==> config.mk <==
export PLATFORM = sky130hd
export DESIGN_NAME = utf8_name_to_folder_sanitizer_top
export DESIGN_NICKNAME = d
export VERILOG_FILES = /design/src/rtl/ufs_pkg.sv /design/src/rtl/utf8_name_to_folder_sanitizer_top.sv /design/src/rtl/ufs_core.sv /design/src/rtl/ufs_outq.sv
export SDC_FILE = /design/constraint.sdc
export NUM_CORES = 1
export LEC_CHECK = 0
export BUFFER_PORTS_ARGS = -buffer_cell sky130_fd_sc_hd__buf_2
export CORE_ASPECT_RATIO = 0.5
export CORE_UTILIZATION = 50
export DETAILED_ROUTE_END_ITERATION = 6
export PLACE_DENSITY = 0.68
export SLEW_MARGIN = 25
export SYNTH_ARGS = -nofsm -noshare
export SYNTH_HDL_FRONTEND = slang
export SYNTH_SLANG_ARGS = --single-unit
==> constraint.sdc <==
create_clock -name clk_i -period 5 [get_ports clk_i]
set_clock_uncertainty 0.15 [all_clocks]
set_input_delay 0.75 -clock clk_i [delete_from_list [all_inputs] [get_ports clk_i]]
set_output_delay 0.75 -clock clk_i [all_outputs]
set_load 0.03 [all_outputs]
==> src/rtl/ufs_pkg.sv <==
// Package with the result type, constants and the accented-letter fold table.
package ufs_pkg;

  // One result beat as it travels through the result queue.
  typedef struct packed {
    logic [7:0] out_char;
    logic       name_end;
    logic [7:0] name_length;
    logic       run_last;
  } ufs_res_t;

  // Result queue geometry: one input byte may push two beats.
  localparam int unsigned QDepth = 4;
  localparam int unsigned QPtrW  = $clog2(QDepth);
  localparam int unsigned QCntW  = $clog2(QDepth + 1);

  localparam logic [7:0] LeadByte     = 8'hC3;
  localparam logic [7:0] Underscore   = 8'h5F;
  localparam logic [7:0] Space        = 8'h20;
  localparam logic [7:0] Hyphen       = 8'h2D;
  localparam logic [7:0] OutLimitRst  = 8'd31;

  typedef logic [15:0][7:0] ufs_tab_t;

  // Second bytes of the folded two-byte sequences, entry 0 in the low slot.
  localparam ufs_tab_t FoldSecond = {
    8'h9C, 8'hBC, 8'h87, 8'hA7, 8'h91, 8'hB1, 8'h9A, 8'h93,
    8'h8D, 8'h89, 8'h81, 8'hBA, 8'hB3, 8'hAD, 8'hA9, 8'hA1
  };

  // ASCII letters the sequences above fold to ("aeiouAEIOUnNcCuU").
  localparam ufs_tab_t FoldAscii = {
    8'h55, 8'h75, 8'h43, 8'h63, 8'h4E, 8'h6E, 8'h55, 8'h4F,
    8'h49, 8'h45, 8'h41, 8'h75, 8'h6F, 8'h69, 8'h65, 8'h61
  };

  // Look up a second byte; the hit flag is in the top bit of the result.
  function automatic logic [8:0] fold_lookup(input logic [7:0] b);
    logic [8:0] res;
    res = '0;
    for (int i = 0; i < 16; i++) begin
      if (FoldSecond[i] == b) begin
        res = {1'b1, FoldAscii[i]};
      end
    end
    return res;
  endfunction

  // Letters and digits pass through unchanged.
  function automatic logic is_alnum(input logic [7:0] b);
    return ((b >= 8'h61) && (b <= 8'h7A)) || ((b >= 8'h41) && (b <= 8'h5A)) ||
           ((b >= 8'h30) && (b <= 8'h39));
  endfunction

endpackage

==> src/rtl/utf8_name_to_folder_sanitizer_top.sv <==
// Top level of the name to folder-name sanitizer.
//
//   Port group      Direction  Handshake              Content
//   in_*            input      in_valid_i/in_ready_o  in_byte_i
//   out_*           output     out_valid_o/out_ready_i out_char_o, name_end_o,
//                                                     name_length_o, run_last_o
//   out_limit_*     input      out_limit_we_i         out_limit_i
//
// A byte is decided in the cycle it is accepted and its results sit in the
// queue at the next edge. One byte per cycle is taken while the four-entry
// result queue has room for two beats; the output side hands out one beat per
// cycle while out_ready_i is high, so a held underscore costs an extra output
// beat. Reset clears the name state and the queue and sets the limit to 31.
// Output stalls back up into in_ready_o.
module utf8_name_to_folder_sanitizer_top import ufs_pkg::*; (
  input  logic       clk_i,
  input  logic       rst_ni,
  input  logic       in_valid_i,
  output logic       in_ready_o,
  input  logic [7:0] in_byte_i,
  output logic       out_valid_o,
  input  logic       out_ready_i,
  output logic [7:0] out_char_o,
  output logic       name_end_o,
  output logic [7:0] name_length_o,
  output logic       run_last_o,
  input  logic       out_limit_we_i,
  input  logic [7:0] out_limit_i
);

  logic [7:0] limit_q;
  logic       take;
  logic [1:0] res_cnt;
  logic [1:0] push_cnt;
  ufs_res_t   res0, res1, head;

  // Length limit register.
  always_ff @(posedge clk_i or negedge rst_ni) begin
    if (!rst_ni) begin
      limit_q <= OutLimitRst;
    end else if (out_limit_we_i) begin
      limit_q <= out_limit_i;
    end
  end

  assign take     = in_valid_i && in_ready_o;
  assign push_cnt = take ? res_cnt : 2'd0;

  ufs_core u_core (
    .clk_i      (clk_i),
    .rst_ni     (rst_ni),
    .take_i     (take),
    .in_byte_i  (in_byte_i),
    .out_limit_i(limit_q),
    .res_cnt_o  (res_cnt),
    .res0_o     (res0),
    .res1_o     (res1)
  );

  ufs_outq u_outq (
    .clk_i     (clk_i),
    .rst_ni    (rst_ni),
    .push_cnt_i(push_cnt),
    .push0_i   (res0),
    .push1_i   (res1),
    .room_o    (in_ready_o),
    .valid_o   (out_valid_o),
    .ready_i   (out_ready_i),
    .data_o    (head)
  );

  assign out_char_o    = head.out_char;
  assign name_end_o    = head.name_end;
  assign name_length_o = head.name_length;
  assign run_last_o    = head.run_last;

endmodule

==> src/rtl/ufs_core.sv <==
// Per-byte decision logic and the name state registers.
module ufs_core import ufs_pkg::*; (
  input  logic       clk_i,
  input  logic       rst_ni,
  input  logic       take_i,
  input  logic [7:0] in_byte_i,
  input  logic [7:0] out_limit_i,
  output logic [1:0] res_cnt_o,
  output ufs_res_t   res0_o,
  output ufs_res_t   res1_o
);

  logic       lead_q, lead_d;
  logic       after_sep_q, after_sep_d;
  logic       held_q, held_d;
  logic [7:0] count_q, count_d;

  logic [8:0] fold;
  logic [8:0] used;
  logic       emit;
  logic [7:0] emit_char;

  assign fold = fold_lookup(in_byte_i);
  assign used = {1'b0, count_q} + {8'd0, held_q};

  // Decide what this byte does to the name and which characters it yields.
  always_comb begin
    lead_d      = lead_q;
    after_sep_d = after_sep_q;
    held_d      = held_q;
    count_d     = count_q;
    emit        = 1'b0;
    emit_char   = in_byte_i;
    res_cnt_o   = 2'd0;
    res0_o      = '0;
    res1_o      = '0;

    if (in_byte_i == 8'd0) begin
      res_cnt_o   = 2'd1;
      res0_o      = '{out_char: 8'd0, name_end: 1'b1, name_length: count_q, run_last: 1'b1};
      lead_d      = 1'b0;
      after_sep_d = 1'b1;
      held_d      = 1'b0;
      count_d     = 8'd0;
    end else if (lead_q) begin
      lead_d    = 1'b0;
      emit      = fold[8];
      emit_char = fold[7:0];
    end else if (used >= {1'b0, out_limit_i}) begin
      // Name is full; the byte is ignored.
    end else if (in_byte_i == LeadByte) begin
      lead_d = 1'b1;
    end else if (is_alnum(in_byte_i)) begin
      emit = 1'b1;
    end else if ((in_byte_i == Space) || (in_byte_i == Hyphen) ||
                 (in_byte_i == Underscore)) begin
      if (!after_sep_q) begin
        held_d      = 1'b1;
        after_sep_d = 1'b1;
      end
    end

    // A character pays out a held underscore first.
    if (emit) begin
      held_d      = 1'b0;
      after_sep_d = 1'b0;
      if (held_q) begin
        res_cnt_o = 2'd2;
        res0_o    = '{out_char: Underscore, name_end: 1'b0, name_length: 8'd0,
                      run_last: 1'b0};
        res1_o    = '{out_char: emit_char, name_end: 1'b0, name_length: 8'd0,
                      run_last: 1'b1};
        count_d   = count_q + 8'd2;
      end else begin
        res_cnt_o = 2'd1;
        res0_o    = '{out_char: emit_char, name_end: 1'b0, name_length: 8'd0,
                      run_last: 1'b1};
        count_d   = count_q + 8'd1;
      end
    end
  end

  // Name state advances on each accepted byte.
  always_ff @(posedge clk_i or negedge rst_ni) begin
    if (!rst_ni) begin
      lead_q      <= 1'b0;
      after_sep_q <= 1'b1;
      held_q      <= 1'b0;
      count_q     <= 8'd0;
    end else if (take_i) begin
      lead_q      <= lead_d;
      after_sep_q <= after_sep_d;
      held_q      <= held_d;
      count_q     <= count_d;
    end
  end

endmodule

==> src/rtl/ufs_outq.sv <==
// Small result queue that takes up to two beats at once and hands out one per cycle while ready_i is high.
module ufs_outq import ufs_pkg::*; (
  input  logic       clk_i,
  input  logic       rst_ni,
  input  logic [1:0] push_cnt_i,
  input  ufs_res_t   push0_i,
  input  ufs_res_t   push1_i,
  output logic       room_o,
  output logic       valid_o,
  input  logic       ready_i,
  output ufs_res_t   data_o
);

  ufs_res_t             mem_q [QDepth];
  logic [QPtrW-1:0]     wptr_q, rptr_q;
  logic [QCntW-1:0]     cnt_q;
  logic                 pop;
  logic [QPtrW-1:0]     wptr1;

  // Room for the largest burst one byte can cause.
  assign room_o  = cnt_q <= QCntW'(QDepth - 2);
  assign valid_o = cnt_q != '0;
  assign data_o  = mem_q[rptr_q];
  assign pop     = valid_o && ready_i;
  assign wptr1   = wptr_q + QPtrW'(1);

  // Entry storage.
  always_ff @(posedge clk_i) begin
    if (push_cnt_i != 2'd0) begin
      mem_q[wptr_q] <= push0_i;
    end
    if (push_cnt_i == 2'd2) begin
      mem_q[wptr1] <= push1_i;
    end
  end

  // Pointers and fill count.
  always_ff @(posedge clk_i or negedge rst_ni) begin
    if (!rst_ni) begin
      wptr_q <= '0;
      rptr_q <= '0;
      cnt_q  <= '0;
    end else begin
      wptr_q <= wptr_q + QPtrW'(push_cnt_i);
      rptr_q <= rptr_q + QPtrW'(pop);
      cnt_q  <= cnt_q + QCntW'(push_cnt_i) - QCntW'(pop);
    end
  end

endmodule
# Word-level counts from Yosys, hierarchy flattened
# Memories as Yosys holds them, arrays and structs flattened.
# Index checks and enable logic that the tools add are counted.
# word_totals
register_bits,26
ramBits,72
inputBits,21
output_inout_bits,20
elab_cells,126
n_memories,1
# op_classes
addsub,8
magnitude_cmp,8
eq_ne,26
muxes,58
reduce_logical,17
# mem_list
name,words,width,rd,rd_clocked_by_memory_dff,write_ports,line,text
u_outq.mem_q,4,18,1,0,2,ufs_outq.sv:14,ufs_res_t mem_q [QDepth];
# op_table
cell,count
$mux W9,16
$eq A8 B8 Y1 const A,16
$mux W18,4
$mux W8,5
$mux W1,29
$eq A8 B6 Y1 const B,2
$ge A8 B7 Y1 const B,2
$le A8 B7 Y1 const B,2
$mux W10,1
$add A8 B1 Y9,1
$ge A9 B8 Y1,1
$ne A3 B1 Y1 const B,3
$add A8 B1 Y8 const B,1
$add A8 B2 Y8 const B,1
$eq A8 B7 Y1 const B,1
$eq A8 B8 Y1 const B,1
$ge A8 B6 Y1 const B,1
$le A8 B6 Y1 const B,1
$logic_not A8 Y1,1
$reduce_and A7 Y1,1
$mux W2,3
$ne A3 B3 Y1 const B,2
$reduce_and A6 Y1,1
$reduce_bool A3 Y1,2
11 further kinds,19

# Logic depth before layout (Yosys ltp)
# logic_depth
ltp_word,24
ltp_mapped,19
mapped_depth_nobuf,17

# Modules after synthesis
# From an unflattened synthesis, not the netlist that was laid out.
# unflattened
hier_cells,475
hier_area_um2,6118.4
# by_module_without_submodules
mod,instances,cells_per_inst,area_per_inst_um2,seq_area_each_um2
ufs_outq,1,215,3962.6,2337.2
ufs_core,1,240,1799.2,276.5
utf8_name_to_folder_sanitizer_top,1,20,356.6,206.4

# Worst setup path after synthesis
# Ideal clock, no wire load.
# synth_path
path_type,register -> register
startpoint,register u_core.count_q[0]
endpoint,register u_outq.cnt_q[2]
setup_time_ns,0.123
arrival_time_ns,3.591
t_required_ns,4.727
path_slack_ns,1.136
path_stages_with_launch,18
path_buffers,2
period_less_slack_ns,3.864
cell_sequence,dfrtp_1 -> ha_1 -> ha_1 -> nand3_1 -> xnor2_1 -> ha_1 -> a21oi_1 -> o221ai_1 -> a41oi_2 -> nand4b_2 -> buf_6 -> nand2_1 -> buf_4 -> nand3_1 -> ha_1 -> fa_1 -> xor2_1 -> xnor2_1
# synth_between
elab_chain_cells,9
# synth_rtl
element,line,text
from (decl),ufs_core.sv:16,"logic [7:0] count_q, count_d;"
from (signal assigned),ufs_core.sv:94,count_q <= count_d;
$add A8 B1 Y9,ufs_core.sv:24,"assign used = {1'b0, count_q} + {8'd0, held_q};"
$ge A9 B8 Y1,ufs_core.sv:49,"end else if (used >= {1'b0, out_limit_i}) begin"
$mux W1,ufs_core.sv:49,
$mux W1,ufs_core.sv:45,end else if (lead_q) begin
$mux W1,ufs_core.sv:38,if (in_byte_i == 8'd0) begin
$mux W2,ufs_core.sv:64,if (emit) begin
$mux W2,utf8_name_to_folder_sanitizer_top.sv:47,assign push_cnt = take ? res_cnt : 2'd0;
$add A3 B2 Y3,ufs_outq.sv:46,cnt_q <= cnt_q + QCntW'(push_cnt_i) - QCntW'(pop);
$sub A3 B1 Y3,ufs_outq.sv:46,
to (signal assigned),ufs_outq.sv:46,
to (decl),ufs_outq.sv:16,logic [QCntW-1:0] cnt_q;
# Every way passes these cells.
# A chain may end at the register's enable or synchronous reset.

# Worst setup path in the final report
# Ends and elaborated chain as after synthesis.

==> results.toml <==
[die]
die-width_um = 152
boundaryPins = 41
die_area_um2 = 11600
initial_utilization = 0.531
rows = 26
core_area_um2 = 10500
die_h_um = 76.8

[clocking]
worst_skew_pair.late_latency_ns = 0.35
cts_resized = 0
htree_levels = 3
postCtsHoldBufs = 0
cts_tree = "yes"
numCtsBuffers = 9
post_cts_buffers = 0
clock_sinks = 98
clock_path_buffers = 2
clkTransAtPathRegs_ns = 0.07
cts_root_buf = "clkbuf_16"

[synthesis]
yosysTopAreaCellShare = 0.193
yosysSeqAreaShare = 0.439
yosys.area.top_type = "edfxtp_1"
netlist_area_um2 = 5600
synth_area_leaders = "edfxtp_1, dfxtp_1, dfrtp_1"
postSynthCellCount = 577
yosysWarningCount = 0
synth_edf_count = 36
synthArstFlopShare = 0.265
synth_top_flop_cell = "edfxtp_1"
ys_seq_elements = 98
avgSynthCellArea_um2 = 9.70
ys_types = 76

[setup_path]
startpoint_type = "flop"
cp.arrival_ns = 4.21
cp_num_buf_inv = 2
crit_required_ns = 5.09
slowest_delay_ns = 0.47
worstSetupPathType = "flop to flop"
worst_path_max_delay_cell = "dfrtp_1"
path_delay_family = "adder cells"
cp_max_fo = 8
crit_top_cell = "ha_1"
worstPathCellList = "ha_1, ha_1, nand3_1, xnor2_1, ha_1, a21oi_1, o221ai_1, a41oi_2, nand4b_2, a21oi_2, o21ai_0, inv_1, ha_1, inv_1, fa_1, xor2_1, xnor2_1"
crit_path_end_kind = "flop"

[detailed_routing]
drt_iter0_drc = 467
wl_per_cell_um = 18.8
drt-vias-per-instance = 6.06
vias = 4503
post-route-drc-count = 0
routed_wl_um = 14000
first_pass_iters = 5
ant_nets = 0

[global_route]
grt-busiest-layer = "met1"
grt_pass1_wl_um = 22300
use_met2 = 0.327
grt.overflow.total = 0
grtUsageTotal = 0.254
antenna_found_initial = 0
grtUsageMet3 = 0.0560
grt_max_degree = 38
grt_pass1_vias = 4045
grt_use_met1 = 0.416

[sta]
fin_crit_sh = 0.825
min_period_ns = 4.13
final.setup.tns_ns = 0
drv_slew = 0
slew_headroom = 0.350
rsz0062_at_grt = "no"
worst_pin_slew_ns = 0.972
max_freq_mhz = 242
hold_viol_final = 0
setup_violations = 0

[layout]
drive_above_1_share = 0.191
area_delta_synth_final_pct = 10.1
final_cells = 743
nFillCells = 954
antennaDiodeCount = 0
final_nets = 638

[placement]
portBuffers = 40
placed_cells_incl_taps = 727
gp_congestion = 0.830
dpl.hpwl_um = 9920

[min_path]
hold_class = "input port to async pin"

[pwr]
pwr_density_cell_nw_per_um2 = 387
finalPower_uw = 2390
p_leak_uw = 0.00222
irDropWorstVdd_mv = 0.226

[flow_run]
cap_violations = 0

[run_status]
status = "finished clean"
## synth_stat cells (2+ instances only)
cell type  number
nand2_1        76
a21oi_1        46
nor2_1         45
o21ai_0        44
dfxtp_1        36
edfxtp_1       36
nand3_1        34
clkbuf_1       21
inv_1          21
dfrtp_1        20
ha_1           18
mux4_2         18
buf_2          17
xnor2_1        10
a211oi_1        9
xor2_1          7
a22oi_1         6
dfstp_2         6
nand2b_1        6
and2_1          4
mux2i_1         4
nor2b_1         4
nor4bb_1        4
o211ai_1        4
o21ai_1         4
o22ai_1         4
or2_2           4
a21o_1          3
a32o_1          3
a32oi_1         3
nand4_1         3
a2111oi_4       2
a211oi_2        2
a21oi_2         2
a31oi_1         2
nand4b_1        2
nor3_1          2
nor3_2          2
nor4_1          2
o21a_1          2
o2bb2ai_1       2
o32ai_1         2
or4_1           2
## placed cells by master, fill, tap and decap left out, drive strengths merged, types with 10 or more instances in the layout
cell type / instances
nand3: 34
inv: 23
nor2: 47
o21ai: 49
ha: 18
dfxtp: 36
buf: 49
edfxtp: 36
a211oi: 11
xnor2: 10
mux4: 18
nand2: 76
clkbuf: 10
a21oi: 48
dfrtp: 20
## routing by layer
| layer | vias up | wire, um |
|---|---|---|
| li1 | 2143 | - |
| met4 | 0 | 137 |
| met2 | 217 | 5480 |
| met1 | 2129 | 6990 |
| met5 | - | 0 |
| met3 | 14 | 1370 |
## flip-flops by register name, indices dropped and copies added (netlist names)
register and count:
u_outq.mem_q 72, limit_q 8, u_core.count_q 8, u_outq.cnt_q 3
u_outq.rptr_q 2, u_outq.wptr_q 2, u_core.after_sep_q 1, u_core.held_q 1
u_core.lead_q 1
## per-stage QoR
stage	utilization	area (um^2)	hold WS [ns]	setup WS, ns
2_1_floorplan	-	5610	0.270	1.14
5_1_grt	0.585	6160	0.306	0.624
6_report	0.585	6160	0.261	0.873
3_3_place_gp	0.556	5860	0.279	0.970
4_1_cts	0.585	6160	0.272	0.907
3_5_place_dp	0.556	5860	0.292	0.932
## worst register-to-register path: stages, from the launching register on
cell and delay [ns]:
dfrtp_1 0.47, ha_1 0.26, ha_1 0.27, nand3_1 0.12, xnor2_1 0.23, ha_1 0.28
a21oi_1 0.13, o221ai_1 0.15, a41oi_2 0.25, nand4b_2 0.18, a21oi_2 0.33, o21ai_0 0.21
inv_1 0.15, ha_1 0.15, inv_1 0.05, fa_1 0.37, xor2_1 0.16, xnor2_1 0.12
## cell families (layout without fill, tap and decap cells)
logic type | count (synthesis) | count (layout) | share of synthesized area
and+or+nand+nor | 200 | 200 | 0.173
AOI/OAI and AO/OA | 155 | 155 | 0.186
DFF | 98 | 98 | 0.439
buffers and inverters | 64 | 87 | 0.0489
muxes | 23 | 23 | 0.0816
adders and majority gates | 19 | 19 | 0.0438
xor gates and xnor gates | 17 | 17 | 0.0266
other | 1 | 4 | 0.000670
## where the power goes
| part | switching [uW] | internal [uW] | leakage, uW | total (uW) |
|---|---|---|---|---|
| Clock | 326 | 362 | 0.000148 | 689 |
| Combinational | 410 | 275 | 0.00118 | 685 |
| Sequential | 114 | 899 | 0.000897 | 1010 |
## final cells by class
cell class	count	area (um^2)	share of cell area
tap	140	175	0.0284
timing repair buffer	49	268	0.0434
clock buffer	10	239	0.0388
sequential	98	2460	0.399
multi-input combinational	418	2880	0.467
inverter	22	82.6	0.0134
clock inverter	6	62.6	0.0101
## final timing paths
path | slack [ns] | cells past startpoint | end | startpoint
min reg2reg | 0.30 | 2 | u_outq.mem_q[2][1]$_SDFFE_PP0N_ | u_outq.mem_q[2][1]$_SDFFE_PP0N_
min | 0.26 | 1 | limit_q[6]$_DFFE_PN0P_ | rst_ni
max | 0.87 | 17 | u_outq.cnt_q[2]$_DFF_PN0_ | u_core.count_q[0]$_DFFE_PN0P_
max in group asynchronous | 4.04 | 1 | u_core.held_q$_DFFE_PN0P_ | rst_ni
min in group clk_i | 0.30 | 2 | u_outq.mem_q[2][1]$_SDFFE_PP0N_ | u_outq.mem_q[2][1]$_SDFFE_PP0N_
max reg2reg | 0.87 | 17 | u_outq.cnt_q[2]$_DFF_PN0_ | u_core.count_q[0]$_DFFE_PN0P_
Power figures use the tool's default switching activity.
